## src/design/appa_pkg.sv

```systemverilog
`timescale 1ns / 1ps
`default_nettype none
// ----------------------------------------------------------------------------
// appa_pkg: shared types and constants of the phantom pixel accumulator
// Item formats, configuration record, register and shape codes, step counts
// of the pipelined divide, square root and power units, and the root table.
// ----------------------------------------------------------------------------
package appa_pkg;

	// Number of grid points along each image axis.
	localparam int GRID_SIZE = 512;

	// APB address width: eight word registers.
	localparam int ADDR_W = 5;

	// Steps of the pipelined units.
	localparam int DIV_STEPS = 22;
	localparam int POW_STEPS = 16;
	localparam int SQ_STEPS  = 17;

	// Front to back queue.
	localparam int QUEUE_DEPTH = 4;
	localparam int QUEUE_AW    = 2;

	// Shape codes.
	localparam logic [2:0] SHAPE_GAUSS = 3'd0;
	localparam logic [2:0] SHAPE_PARA  = 3'd1;
	localparam logic [2:0] SHAPE_DISK  = 3'd2;
	localparam logic [2:0] SHAPE_QPARA = 3'd3;
	localparam logic [2:0] SHAPE_CONE  = 3'd4;
	localparam logic [2:0] SHAPE_RECT  = 3'd5;
	localparam logic [2:0] SHAPE_NONE  = 3'd6;

	// Register indexes.
	typedef enum logic [2:0] {
		REG_SHAPE_KIND,
		REG_INTENSITY,
		REG_CENTER_X,
		REG_CENTER_Y,
		REG_SIZE_A,
		REG_SIZE_B,
		REG_ROTATION_COS,
		REG_ROTATION_SIN
	} reg_idx_t;

	typedef struct packed {
		logic [8:0]         row_index;
		logic [8:0]         col_index;
		logic signed [31:0] prior_value;
	} in_item_t;

	typedef struct packed {
		logic signed [31:0] pixel_value;
		logic               saturated;
	} out_item_t;

	typedef struct packed {
		logic [2:0]         shape_kind;
		logic signed [31:0] intensity;
		logic signed [17:0] center_x;
		logic signed [17:0] center_y;
		logic [16:0]        size_a;
		logic [16:0]        size_b;
		logic signed [16:0] rotation_cos;
		logic signed [16:0] rotation_sin;
	} cfg_t;

	// Classified item as it travels through the queue.
	typedef struct packed {
		logic signed [18:0] dx;
		logic signed [18:0] dy;
		logic signed [31:0] prior;
		logic               pass;
	} fr_item_t;

	// Floor integer square root, used to build the constant root table.
	function automatic logic [63:0] isqrt64(input logic [63:0] x);
		logic [63:0] rem;
		logic [63:0] res;
		logic [63:0] bitv;
		rem = x;
		res = '0;
		for (int i = 31; i >= 0; i--) begin
			bitv = 64'd1 << (2 * i);
			if (rem >= res + bitv) begin
				rem = rem - (res + bitv);
				res = (res >> 1) + bitv;
			end else begin
				res = res >> 1;
			end
		end
		return res;
	endfunction

	// Factors 2^(-2^-(k+1)) in Q30, each the root of the one before.
	function automatic logic [POW_STEPS*30-1:0] pow_table();
		logic [POW_STEPS*30-1:0] tab;
		logic [63:0]             r;
		tab = '0;
		r   = 64'd1 << 29;
		for (int k = 0; k < POW_STEPS; k++) begin
			r = isqrt64(r << 30);
			tab[k*30 +: 30] = r[29:0];
		end
		return tab;
	endfunction

	localparam logic [POW_STEPS*30-1:0] POW_TAB = pow_table();

endpackage
`default_nettype wire

```

## src/design/appa_queue.sv

```systemverilog
`timescale 1ns / 1ps
`default_nettype none
// ----------------------------------------------------------------------------
// appa_queue: short item queue
// Four-entry first-in first-out store between the front and the back.
// ----------------------------------------------------------------------------
module appa_queue (
	input  wire logic              clk,
	input  wire logic              arst_n,
	input  wire logic              push,
	input  wire appa_pkg::fr_item_t wdata,
	output logic                   full,
	input  wire logic              pop,
	output appa_pkg::fr_item_t     rdata,
	output logic                   empty
);

	appa_pkg::fr_item_t          mem_q [appa_pkg::QUEUE_DEPTH];
	logic [appa_pkg::QUEUE_AW-1:0] wr_q;
	logic [appa_pkg::QUEUE_AW-1:0] rd_q;
	logic [appa_pkg::QUEUE_AW:0]   cnt_q;

	assign full  = (cnt_q == (appa_pkg::QUEUE_AW + 1)'(appa_pkg::QUEUE_DEPTH));
	assign empty = (cnt_q == '0);
	assign rdata = mem_q[rd_q];

	// Entry storage.
	always_ff @(posedge clk) begin
		if (push) begin
			mem_q[wr_q] <= wdata;
		end
	end

	// Pointers and fill count.
	always_ff @(posedge clk or negedge arst_n) begin
		if (!arst_n) begin
			wr_q  <= '0;
			rd_q  <= '0;
			cnt_q <= '0;
		end else begin
			if (push) begin
				wr_q <= wr_q + 1'b1;
			end
			if (pop) begin
				rd_q <= rd_q + 1'b1;
			end
			if (push && !pop) begin
				cnt_q <= cnt_q + 1'b1;
			end else if (pop && !push) begin
				cnt_q <= cnt_q - 1'b1;
			end
		end
	end

endmodule
`default_nettype wire

```

## config.mk

```make
export PLATFORM = sky130hd
export DESIGN_NAME = appa_queue
export DESIGN_NICKNAME = d
export VERILOG_FILES = /design/src/design/appa_pkg.sv /design/src/design/appa_queue.sv
export SDC_FILE = /design/constraint.sdc
export NUM_CORES = 1
export LEC_CHECK = 0
export ABC_AREA = 1
export BUFFER_PORTS_ARGS = -buffer_cell sky130_fd_sc_hd__buf_2
export CORE_ASPECT_RATIO = 0.8
export CORE_MARGIN = 2
export CORE_UTILIZATION = 50
export DETAILED_ROUTE_END_ITERATION = 10
export GPL_ROUTABILITY_DRIVEN = 0
export GPL_TIMING_DRIVEN = 0
export PLACE_DENSITY = 0.7
export SYNTH_ARGS = -nofsm -noshare
export SYNTH_HDL_FRONTEND = slang
export SYNTH_SLANG_ARGS = --single-unit
```

## constraint.sdc

```tcl
create_clock -name clk -period 4.4 [get_ports clk]
set_clock_uncertainty 0.1 [all_clocks]
set_input_delay 1.32 -clock clk [delete_from_list [all_inputs] [get_ports clk]]
set_output_delay 1.32 -clock clk [all_outputs]
set_load 0.01 [all_outputs]
```

==> flow_summary.ini <==
[final_layout]
layout_common_cells = edfxtp_1 (284), nand2_1 (193), buf_2 (165), inv_1 (149)
finish.utilization_pct = 59.5
final_common_cell = edfxtp_1
instances_no_fill = 1400
syn_to_final_growth_pct = 17.3
num-nets-final = 1139
drive_above_1_share_pct = 32.1

[cts]
ctsHoldBuffers = 0
cts_buffers = 29
post-cts-setup-buffer-count = 0
clkSinkCount = 291
cts_resized = 0
clk_pin_slew_ns = 0.06
cts_tree = done
cts_max_level = 1
clkLatencyLatePin_ns = 0.53
clockBufferDepth = 3
cts_root_buf = clkbuf_16

[sta]
tightest_slew_ns = 0.577
setup_viol = 0
post-route-min-period_ns = 3.43
max-slew-margin-rel_pct = 61.5
fin_setup_tns_ns = 0
fin_ws_ns = 0.975
max_freq_mhz = 292
finalHoldViolations = 0
rsz0062_at_grt = false
slew_violations = 0
timing.final.crit_share_pct = 77.8

[setup_path]
worstReg2RegStart = wr_q[0]$_DFFE_PN0P_
worstPathRequired_ns = 2.98
r2r-end = mem_q[0][19]$_DFFE_PP_
ff2ff_setup_slack_ns = 2.44
crit_type = register to output port
critPathLaunchType = register
cp.arrival_ns = 2.01
reg2regPathDepth = 5
worstPathMaxFanout = 10
cp-end-kind = output port

[global_route]
grt_overflow_total = 0
grt_max_degree = 54
grt_pass1_wl_um = 38400
grt_pass1_vias = 7099
use_met3_pct = 4.36
grt_util_met1_pct = 26.9
antenna_found_initial = 5
grt_use_total_pct = 19.6
top_usage_layer = met2
use_met2_pct = 32.7

[pwr]
p_leak_nw = 5.89
power_w = 0.00997
p_per_area_nw_per_um2 = 691
peakVddDrop_mv = 0.327

[drt]
routed_wl_um = 25200
vias_per_cell = 5.06
dr.pass1.iters = 4
postRouteAntennaNets = 0
wl_per_cell_um = 18.0
dr.first_iter.drc_count = 480
num_vias = 7083
drcViolationCount = 0

[min_path]
hold_depth = 2
min_path_type = register to register
min_from = cnt_q[2]$_DFFE_PN0P_
whs_endpoint = cnt_q[2]$_DFFE_PN0P_

[floorplanning]
design.core.area_um2 = 24200
dieHeight_um = 144
rows = 51
ioPinCount = 148
die_x_um = 179
initial_core_util_pct = 50.7
die_area_um2 = 25900

[logic_synthesis]
avgSynthCellArea_um2 = 14.0
syn_nets = 957
syn_inst = 876
ys_ff_latch = 291
ys_seq_area_share_pct = 70.8
ys_types = 22
yosysWarnings = 0
synth_area_um2 = 12300

[placement]
portBuffers = 147
hpwlAfterDp_um = 15500
placed_cells = 1345
dp_slack_ns = 1.35

[run]
drv_cap = 0

[status]
status = completed
-- power by group --
| part | switching [W] | internal, W |
|---|---|---|
| Sequential | 0.000137 | 0.00363 |
| Clock | 0.000972 | 0.00128 |
| Combinational | 0.00245 | 0.00150 |
-- Yosys cell counts (all sizes together) --
cell type / n / area (µm²)
buf: 47 / 513
clkbuf: 1 / 3.75
clkinv: 1 / 5.00
dfrtp: 7 / 175
edfxtp: 284 / 8530
fa: 1 / 20.0
ha: 5 / 62.6
inv: 153 / 574
nand2: 226 / 931
nand3: 1 / 5.00
nand4: 1 / 6.26
nor3: 2 / 10.0
o211ai: 142 / 1420
o21ai: 1 / 5.00
xnor2: 1 / 8.76
xor2: 3 / 26.3
-- routing by layer --
metal	vias to the layer above	routed length [µm]	share of wire [%]
li1	3419	-	-
met1	3435	11100	44
met2	194	12100	48
met3	31	1730	6.9
met4	4	330	1.3
met5	-	22	0.087
-- layout make-up --
class                           count  area [µm²]
Clock buffer                       38         769
Inverter                          154         589
Multi-Input combinational cell    383        2500
Antenna cell                        3        7.51
Buffer                             48         517
Tap cell                          318         398
Fill cell                        1909        9830
Sequential cell                   291        8700
Timing Repair Buffer              151         846
Clock inverter                     14        96.3
-- state kept, by name (all words and copies together) (netlist names) --
| signal | count |
|---|---|
| cnt_q | 3 |
| wr_q | 2 |
| mem_q | 284 |
| rd_q | 2 |
-- stage by stage --
step | instance area [µm²] | hold slack (ns)
finish | 14400 | 0.421
global route | 14400 | 0.450
CTS | 14400 | 0.419
detailed placement | 13500 | 0.401
global placement | 13400 | 0.383
floorplan | 12300 | 0.363
-- worst max-delay path, cell delays in order, from the launching register on --
cell      delay (ns)
dfrtp_1         0.36
buf_4           0.18
clkinv_2        0.18
buf_2           0.32
o211ai_1        0.14
nand2_1         0.13
buf_2           0.15
-- worst max path at each step --
stage	startpoint	to	slack, ns	cells past startpoint
2_1_floorplan	push	mem_q[0][0]$_DFFE_PP_	0.88	3
3_3_place_gp	push	mem_q[1][26]$_DFFE_PP_	-0.45	4
3_5_place_dp	push	mem_q[1][20]$_DFFE_PP_	1.35	5
4_1_cts	rd_q[1]$_DFFE_PN0P_	rdata[68]	0.96	6
5_1_grt	rd_q[1]$_DFFE_PN0P_	rdata[69]	0.88	6
6_report	rd_q[1]$_DFFE_PN0P_	rdata[68]	0.97	6
-- kinds of logic (layout without fill, tap and decap cells) --
family          Yosys count  in the layout  share of synthesized area, %
compound gates          143            143                          11.6
xor+xnor                  4              4                         0.285
fa+ha+maj                 6              6                         0.672
buf+inv                 202            405                          8.91
flops                   291            291                          70.8
other cells               0              3                             0
simple gates            230            230                          7.74
(Power assumes the default switching activity.)
