--- config.mk ---
export PLATFORM = sky130hd
export DESIGN_NAME = appa_front
export DESIGN_NICKNAME = d
export VERILOG_FILES = /design/src/design/appa_pkg.sv /design/src/design/appa_front.sv
export SDC_FILE = /design/constraint.sdc
export NUM_CORES = 1
export LEC_CHECK = 0
export BUFFER_PORTS_ARGS = -buffer_cell sky130_fd_sc_hd__buf_2
export CAP_MARGIN = 0
export CORE_AREA = 2 2 104 106
export DETAILED_ROUTE_END_ITERATION = 7
export DIE_AREA = 0 0 106 108
export PLACE_DENSITY = 0.58
export SYNTH_ARGS = -nofsm -noshare
export SYNTH_HDL_FRONTEND = slang
export SYNTH_SLANG_ARGS = --single-unit
export TNS_END_PERCENT = 1
--- constraint.sdc ---
create_clock -name vclk -period 5.9
set_input_delay 1.77 -clock vclk [all_inputs]
set_output_delay 1.77 -clock vclk [all_outputs]
set_load 0.1 [all_outputs]
--- src/design/appa_pkg.sv ---
`timescale 1ns / 1ps
`default_nettype none
// ----------------------------------------------------------------------------
// appa_pkg: shared types and constants of the phantom pixel accumulator
// Item formats, configuration record, register and shape codes, step counts
// of the pipelined divide, square root and power units, and the root table.
// ----------------------------------------------------------------------------
package appa_pkg;

	// Number of grid points along each image axis.
	localparam int GRID_SIZE = 512;

	// APB address width: eight word registers.
	localparam int ADDR_W = 5;

	// Steps of the pipelined units.
	localparam int DIV_STEPS = 22;
	localparam int POW_STEPS = 16;
	localparam int SQ_STEPS  = 17;

	// Front to back queue.
	localparam int QUEUE_DEPTH = 4;
	localparam int QUEUE_AW    = 2;

	// Shape codes.
	localparam logic [2:0] SHAPE_GAUSS = 3'd0;
	localparam logic [2:0] SHAPE_PARA  = 3'd1;
	localparam logic [2:0] SHAPE_DISK  = 3'd2;
	localparam logic [2:0] SHAPE_QPARA = 3'd3;
	localparam logic [2:0] SHAPE_CONE  = 3'd4;
	localparam logic [2:0] SHAPE_RECT  = 3'd5;
	localparam logic [2:0] SHAPE_NONE  = 3'd6;

	// Register indexes.
	typedef enum logic [2:0] {
		REG_SHAPE_KIND,
		REG_INTENSITY,
		REG_CENTER_X,
		REG_CENTER_Y,
		REG_SIZE_A,
		REG_SIZE_B,
		REG_ROTATION_COS,
		REG_ROTATION_SIN
	} reg_idx_t;

	typedef struct packed {
		logic [8:0]         row_index;
		logic [8:0]         col_index;
		logic signed [31:0] prior_value;
	} in_item_t;

	typedef struct packed {
		logic signed [31:0] pixel_value;
		logic               saturated;
	} out_item_t;

	typedef struct packed {
		logic [2:0]         shape_kind;
		logic signed [31:0] intensity;
		logic signed [17:0] center_x;
		logic signed [17:0] center_y;
		logic [16:0]        size_a;
		logic [16:0]        size_b;
		logic signed [16:0] rotation_cos;
		logic signed [16:0] rotation_sin;
	} cfg_t;

	// Classified item as it travels through the queue.
	typedef struct packed {
		logic signed [18:0] dx;
		logic signed [18:0] dy;
		logic signed [31:0] prior;
		logic               pass;
	} fr_item_t;

	// Floor integer square root, used to build the constant root table.
	function automatic logic [63:0] isqrt64(input logic [63:0] x);
		logic [63:0] rem;
		logic [63:0] res;
		logic [63:0] bitv;
		rem = x;
		res = '0;
		for (int i = 31; i >= 0; i--) begin
			bitv = 64'd1 << (2 * i);
			if (rem >= res + bitv) begin
				rem = rem - (res + bitv);
				res = (res >> 1) + bitv;
			end else begin
				res = res >> 1;
			end
		end
		return res;
	endfunction

	// Factors 2^(-2^-(k+1)) in Q30, each the root of the one before.
	function automatic logic [POW_STEPS*30-1:0] pow_table();
		logic [POW_STEPS*30-1:0] tab;
		logic [63:0]             r;
		tab = '0;
		r   = 64'd1 << 29;
		for (int k = 0; k < POW_STEPS; k++) begin
			r = isqrt64(r << 30);
			tab[k*30 +: 30] = r[29:0];
		end
		return tab;
	endfunction

	localparam logic [POW_STEPS*30-1:0] POW_TAB = pow_table();

endpackage
`default_nettype wire

--- src/design/appa_front.sv ---
`timescale 1ns / 1ps
`default_nettype none
// ----------------------------------------------------------------------------
// appa_front: pixel classification
// Maps pixel indices to grid offsets from the shape centre and marks items
// that pass their prior value straight through.
// ----------------------------------------------------------------------------
module appa_front (
	input  wire logic              in_valid,
	output logic                   in_ready,
	input  wire appa_pkg::in_item_t in_data,
	input  wire appa_pkg::cfg_t    cfg,
	input  wire logic              q_full,
	output logic                   q_push,
	output appa_pkg::fr_item_t     q_wdata
);

	logic [24:0] gx_q16;
	logic [24:0] gy_q16;

	// The queue takes an item whenever it has room.
	assign in_ready = !q_full;
	assign q_push   = in_valid && !q_full;

	// Grid coordinate scaled to Q2.15 before the offset of -1.
	assign gx_q16 = {in_data.row_index, 16'b0} / 25'(appa_pkg::GRID_SIZE);
	assign gy_q16 = {in_data.col_index, 16'b0} / 25'(appa_pkg::GRID_SIZE);

	// Offsets from the centre and the pass-through mark.
	always_comb begin
		q_wdata.dx    = $signed({3'b0, gx_q16[15:0]}) - 19'sd32768 - 19'(cfg.center_x);
		q_wdata.dy    = $signed({3'b0, gy_q16[15:0]}) - 19'sd32768 - 19'(cfg.center_y);
		q_wdata.prior = in_data.prior_value;
		q_wdata.pass  = (32'(in_data.row_index) >= appa_pkg::GRID_SIZE)
			|| (32'(in_data.col_index) >= appa_pkg::GRID_SIZE)
			|| (cfg.shape_kind >= appa_pkg::SHAPE_NONE);
	end

endmodule
`default_nettype wire

==> reports/metrics.yaml <==
critical_path:
  crit_path_end_kind: "primary output"
  timing.critical_path.from_type: "input pin"
  worst_path_fanout_max: 5
  required_ns: 4.13
  crit_arrival_ns: 3.89
  criticalPathCategory: "input pin to primary output"
layout:
  sequential_cell_total: 0
  flow.area_growth_from_synthesis_pct: 30.3
  drive_above_1_share_pct: 34.1
  final_layout_net_count: 534
  final_cell_count_no_fill: 453
  antenna_cells_inserted: 0
  clock_buffer_cells: 0
  regArea_um2: 0
  finish.utilization_pct: 22.0
grt:
  antenna_found_initial: 0
  grt_first_pass_wirelength_mm: 7.98
  busiest_layer: "met2"
  gr-usage-met2_pct: 15.5
  grt_util_met1_pct: 9.09
  grt_pass1_vias: 1827
  gr-usage-all-layers_pct: 8.11
  global_route.usage.met3_pct: 1.57
  global_route.overflow_total: 0
  grt_start_max_net_pins: 9
synth:
  synth.net_count: 471
  post_synth_inst_count: 256
  syn_std_cell_area_um2: 1730
  synth_largest_area_cell: "sky130_fd_sc_hd__ha_1"
  postSynthAreaPerCell_um2: 6.76
  seq_area_frac_synth_pct: 0
  synth_warnings: 0
  synth.top_cells.by_area: "sky130_fd_sc_hd__ha_1, sky130_fd_sc_hd__buf_4, sky130_fd_sc_hd__xnor2_1"
  synth_top_area_share_pct: 17.4
  post_synth_num_cell_types: 42
routing:
  drc: 0
  ant_nets: 0
  detail_route.iter0.violations: 37
  drt_first_pass_iters: 4
  route.detailed.vias_per_inst: 4.28
  wl_mm: 5.11
  detailroute.via_count: 1939
  wl_per_cell_um: 11.3
clock_tree:
  hold_fix_buffer_count_after_cts: 0
  cts-resized-gates: 0
  post-cts-setup-buffer-count: 0
pwr:
  p_int_uw: 138
  post-layout-total-power_uw: 553
  share_clk_of_total_power_pct: 0
  p_leak_uw: 0.00113
  total_switching_power_uw: 415
  power_density_nw_per_um2: 245
  netSwitchingFraction_pct: 75.1
  vdd.ir_drop.worst_v: 0.000196
  seqPwrFrac_pct: 0
  pwr-share-comb_pct: 100.0
place:
  port_buffers: 99
  globalplace.congestion: 0.853
  detailedPlacementHpwl_mm: 4.56
  place.detailed.instances: 453
  dpl_worst_slack_ns: 0.258
sta:
  timing_max_transition_violations_final: 0
  setup_slack_ns: 0.235
  grt_setup_unrepaired: "false"
  timing_worst_slew_pin_value_ns: 0.497
  fin_crit_sh_pct: 96.0
  timing.final.setup_violations: 0
  final.min_clock_period_ns: 5.66
  max_clock_freq_mhz: 177
  worst_slew_margin_rel_pct: 66.5
  finalHoldViolCount: 0
  totalNegativeSetupSlack_ns: 0
hold_path:
  timing.hold.worst.class: "input pin to primary output"
floorplanning:
  initial_core_util_pct: 16.9
  floorplan.die_area_um2: 11400
  io_pins: 264
  die_h_um: 108
  core_area_um2: 10200
  floorplan.die.width_um: 106
  row_count: 37
flow_run:
  cap_violations: 0
run_status:
  run_status: "complete, no violations"
## cells in the final DEF, fill, tap and decap left out, types with 3 or more instances in the layout
| cell type | n |
|---|---|
| sky130_fd_sc_hd__a211oi_1 | 4 |
| sky130_fd_sc_hd__a21o_1 | 7 |
| sky130_fd_sc_hd__a21oi_1 | 19 |
| sky130_fd_sc_hd__buf_12 | 8 |
| sky130_fd_sc_hd__buf_2 | 91 |
| sky130_fd_sc_hd__ha_1 | 24 |
| sky130_fd_sc_hd__inv_1 | 36 |
| sky130_fd_sc_hd__nand2_1 | 14 |
| sky130_fd_sc_hd__nand3_1 | 6 |
| sky130_fd_sc_hd__nand4b_1 | 3 |
| sky130_fd_sc_hd__nor2_1 | 16 |
| sky130_fd_sc_hd__nor3_1 | 7 |
| sky130_fd_sc_hd__nor4_1 | 3 |
| sky130_fd_sc_hd__o211ai_1 | 4 |
| sky130_fd_sc_hd__o21ai_0 | 11 |
| sky130_fd_sc_hd__or3_1 | 3 |
| sky130_fd_sc_hd__xnor2_1 | 18 |
| sky130_fd_sc_hd__xor2_1 | 8 |
## synthesized netlist by cell type, types with 2 or more instances
| cell | number |
|---|---|
| sky130_fd_sc_hd__inv_1 | 36 |
| sky130_fd_sc_hd__buf_4 | 35 |
| sky130_fd_sc_hd__ha_1 | 24 |
| sky130_fd_sc_hd__a21oi_1 | 19 |
| sky130_fd_sc_hd__xnor2_1 | 19 |
| sky130_fd_sc_hd__nor2_1 | 16 |
| sky130_fd_sc_hd__nand2_1 | 14 |
| sky130_fd_sc_hd__o21ai_0 | 11 |
| sky130_fd_sc_hd__xor2_1 | 9 |
| sky130_fd_sc_hd__a21o_1 | 7 |
| sky130_fd_sc_hd__nor3_1 | 7 |
| sky130_fd_sc_hd__nand3_1 | 6 |
| sky130_fd_sc_hd__a211oi_1 | 4 |
| sky130_fd_sc_hd__o211ai_1 | 4 |
| sky130_fd_sc_hd__nand4b_1 | 3 |
| sky130_fd_sc_hd__nor4_1 | 3 |
| sky130_fd_sc_hd__or3_1 | 3 |
| sky130_fd_sc_hd__a31o_2 | 2 |
| sky130_fd_sc_hd__clkbuf_2 | 2 |
| sky130_fd_sc_hd__nand4_1 | 2 |
| sky130_fd_sc_hd__nor2b_1 | 2 |
| sky130_fd_sc_hd__nor3b_1 | 2 |
| sky130_fd_sc_hd__o21a_1 | 2 |
| sky130_fd_sc_hd__o21bai_1 | 2 |
| sky130_fd_sc_hd__o22ai_1 | 2 |
| sky130_fd_sc_hd__o311ai_0 | 2 |
| sky130_fd_sc_hd__o31a_1 | 2 |
| sky130_fd_sc_hd__or4_1 | 2 |
## metrics by stage
stage               hold slack (ns)  area, um^2
global route                   3.54        2250
finish                         3.54        2250
floorplan                      3.75        1750
detailed placement             3.54        2250
global placement               3.54        2250
CTS                            3.54        2250
## layout make-up
cell class                      instances  area [um^2]
Fill cell                            1144         7980
Inverter                               36          135
Multi-Input combinational cell        182         1330
Tap cell                              136          170
Timing Repair Buffer                   99          616
## cells by family after synthesis
logic type / Yosys count / synth area share, %
adder cells (fa/ha/maj): 24 / 17.4
buffers and inverters: 74 / 24.2
AO/OA/AOI/OAI: 63 / 23.4
XOR/XNOR: 28 / 14.2
AND/OR/NAND/NOR: 67 / 20.9
## power groups by stage
stage | registers [uW] | clock network (uW) | logic (uW)
global placement | 0 | 0 | 552
CTS | 0 | 0 | 555
finish | 0 | 0 | 553
floorplan | 0 | 0 | 531
detailed placement | 0 | 0 | 553
global route | 0 | 0 | 577
## per-layer routing
metal,wire (um),vias up
li1,-,978
met1,1980,831
met2,2480,110
met3,523,20
met4,130,0
met5,0,-
## worst max-delay path, cell delays in order
cell	delay, ns
sky130_fd_sc_hd__buf_2	0.08
sky130_fd_sc_hd__inv_1	0.03
sky130_fd_sc_hd__ha_1	0.34
sky130_fd_sc_hd__or3b_2	0.48
sky130_fd_sc_hd__o31a_1	0.30
sky130_fd_sc_hd__o21ai_2	0.20
sky130_fd_sc_hd__nor4b_1	0.08
sky130_fd_sc_hd__or3_1	0.43
sky130_fd_sc_hd__buf_12	0.19
## final timing paths
path                           to  slack (ns)       start  cells after the start
worst max-delay path  q_wdata[48]        0.24     cfg[76]                      9
worst min-delay path   q_wdata[2]        3.54  in_data[1]                      0
(Power assumes the default switching activity.)
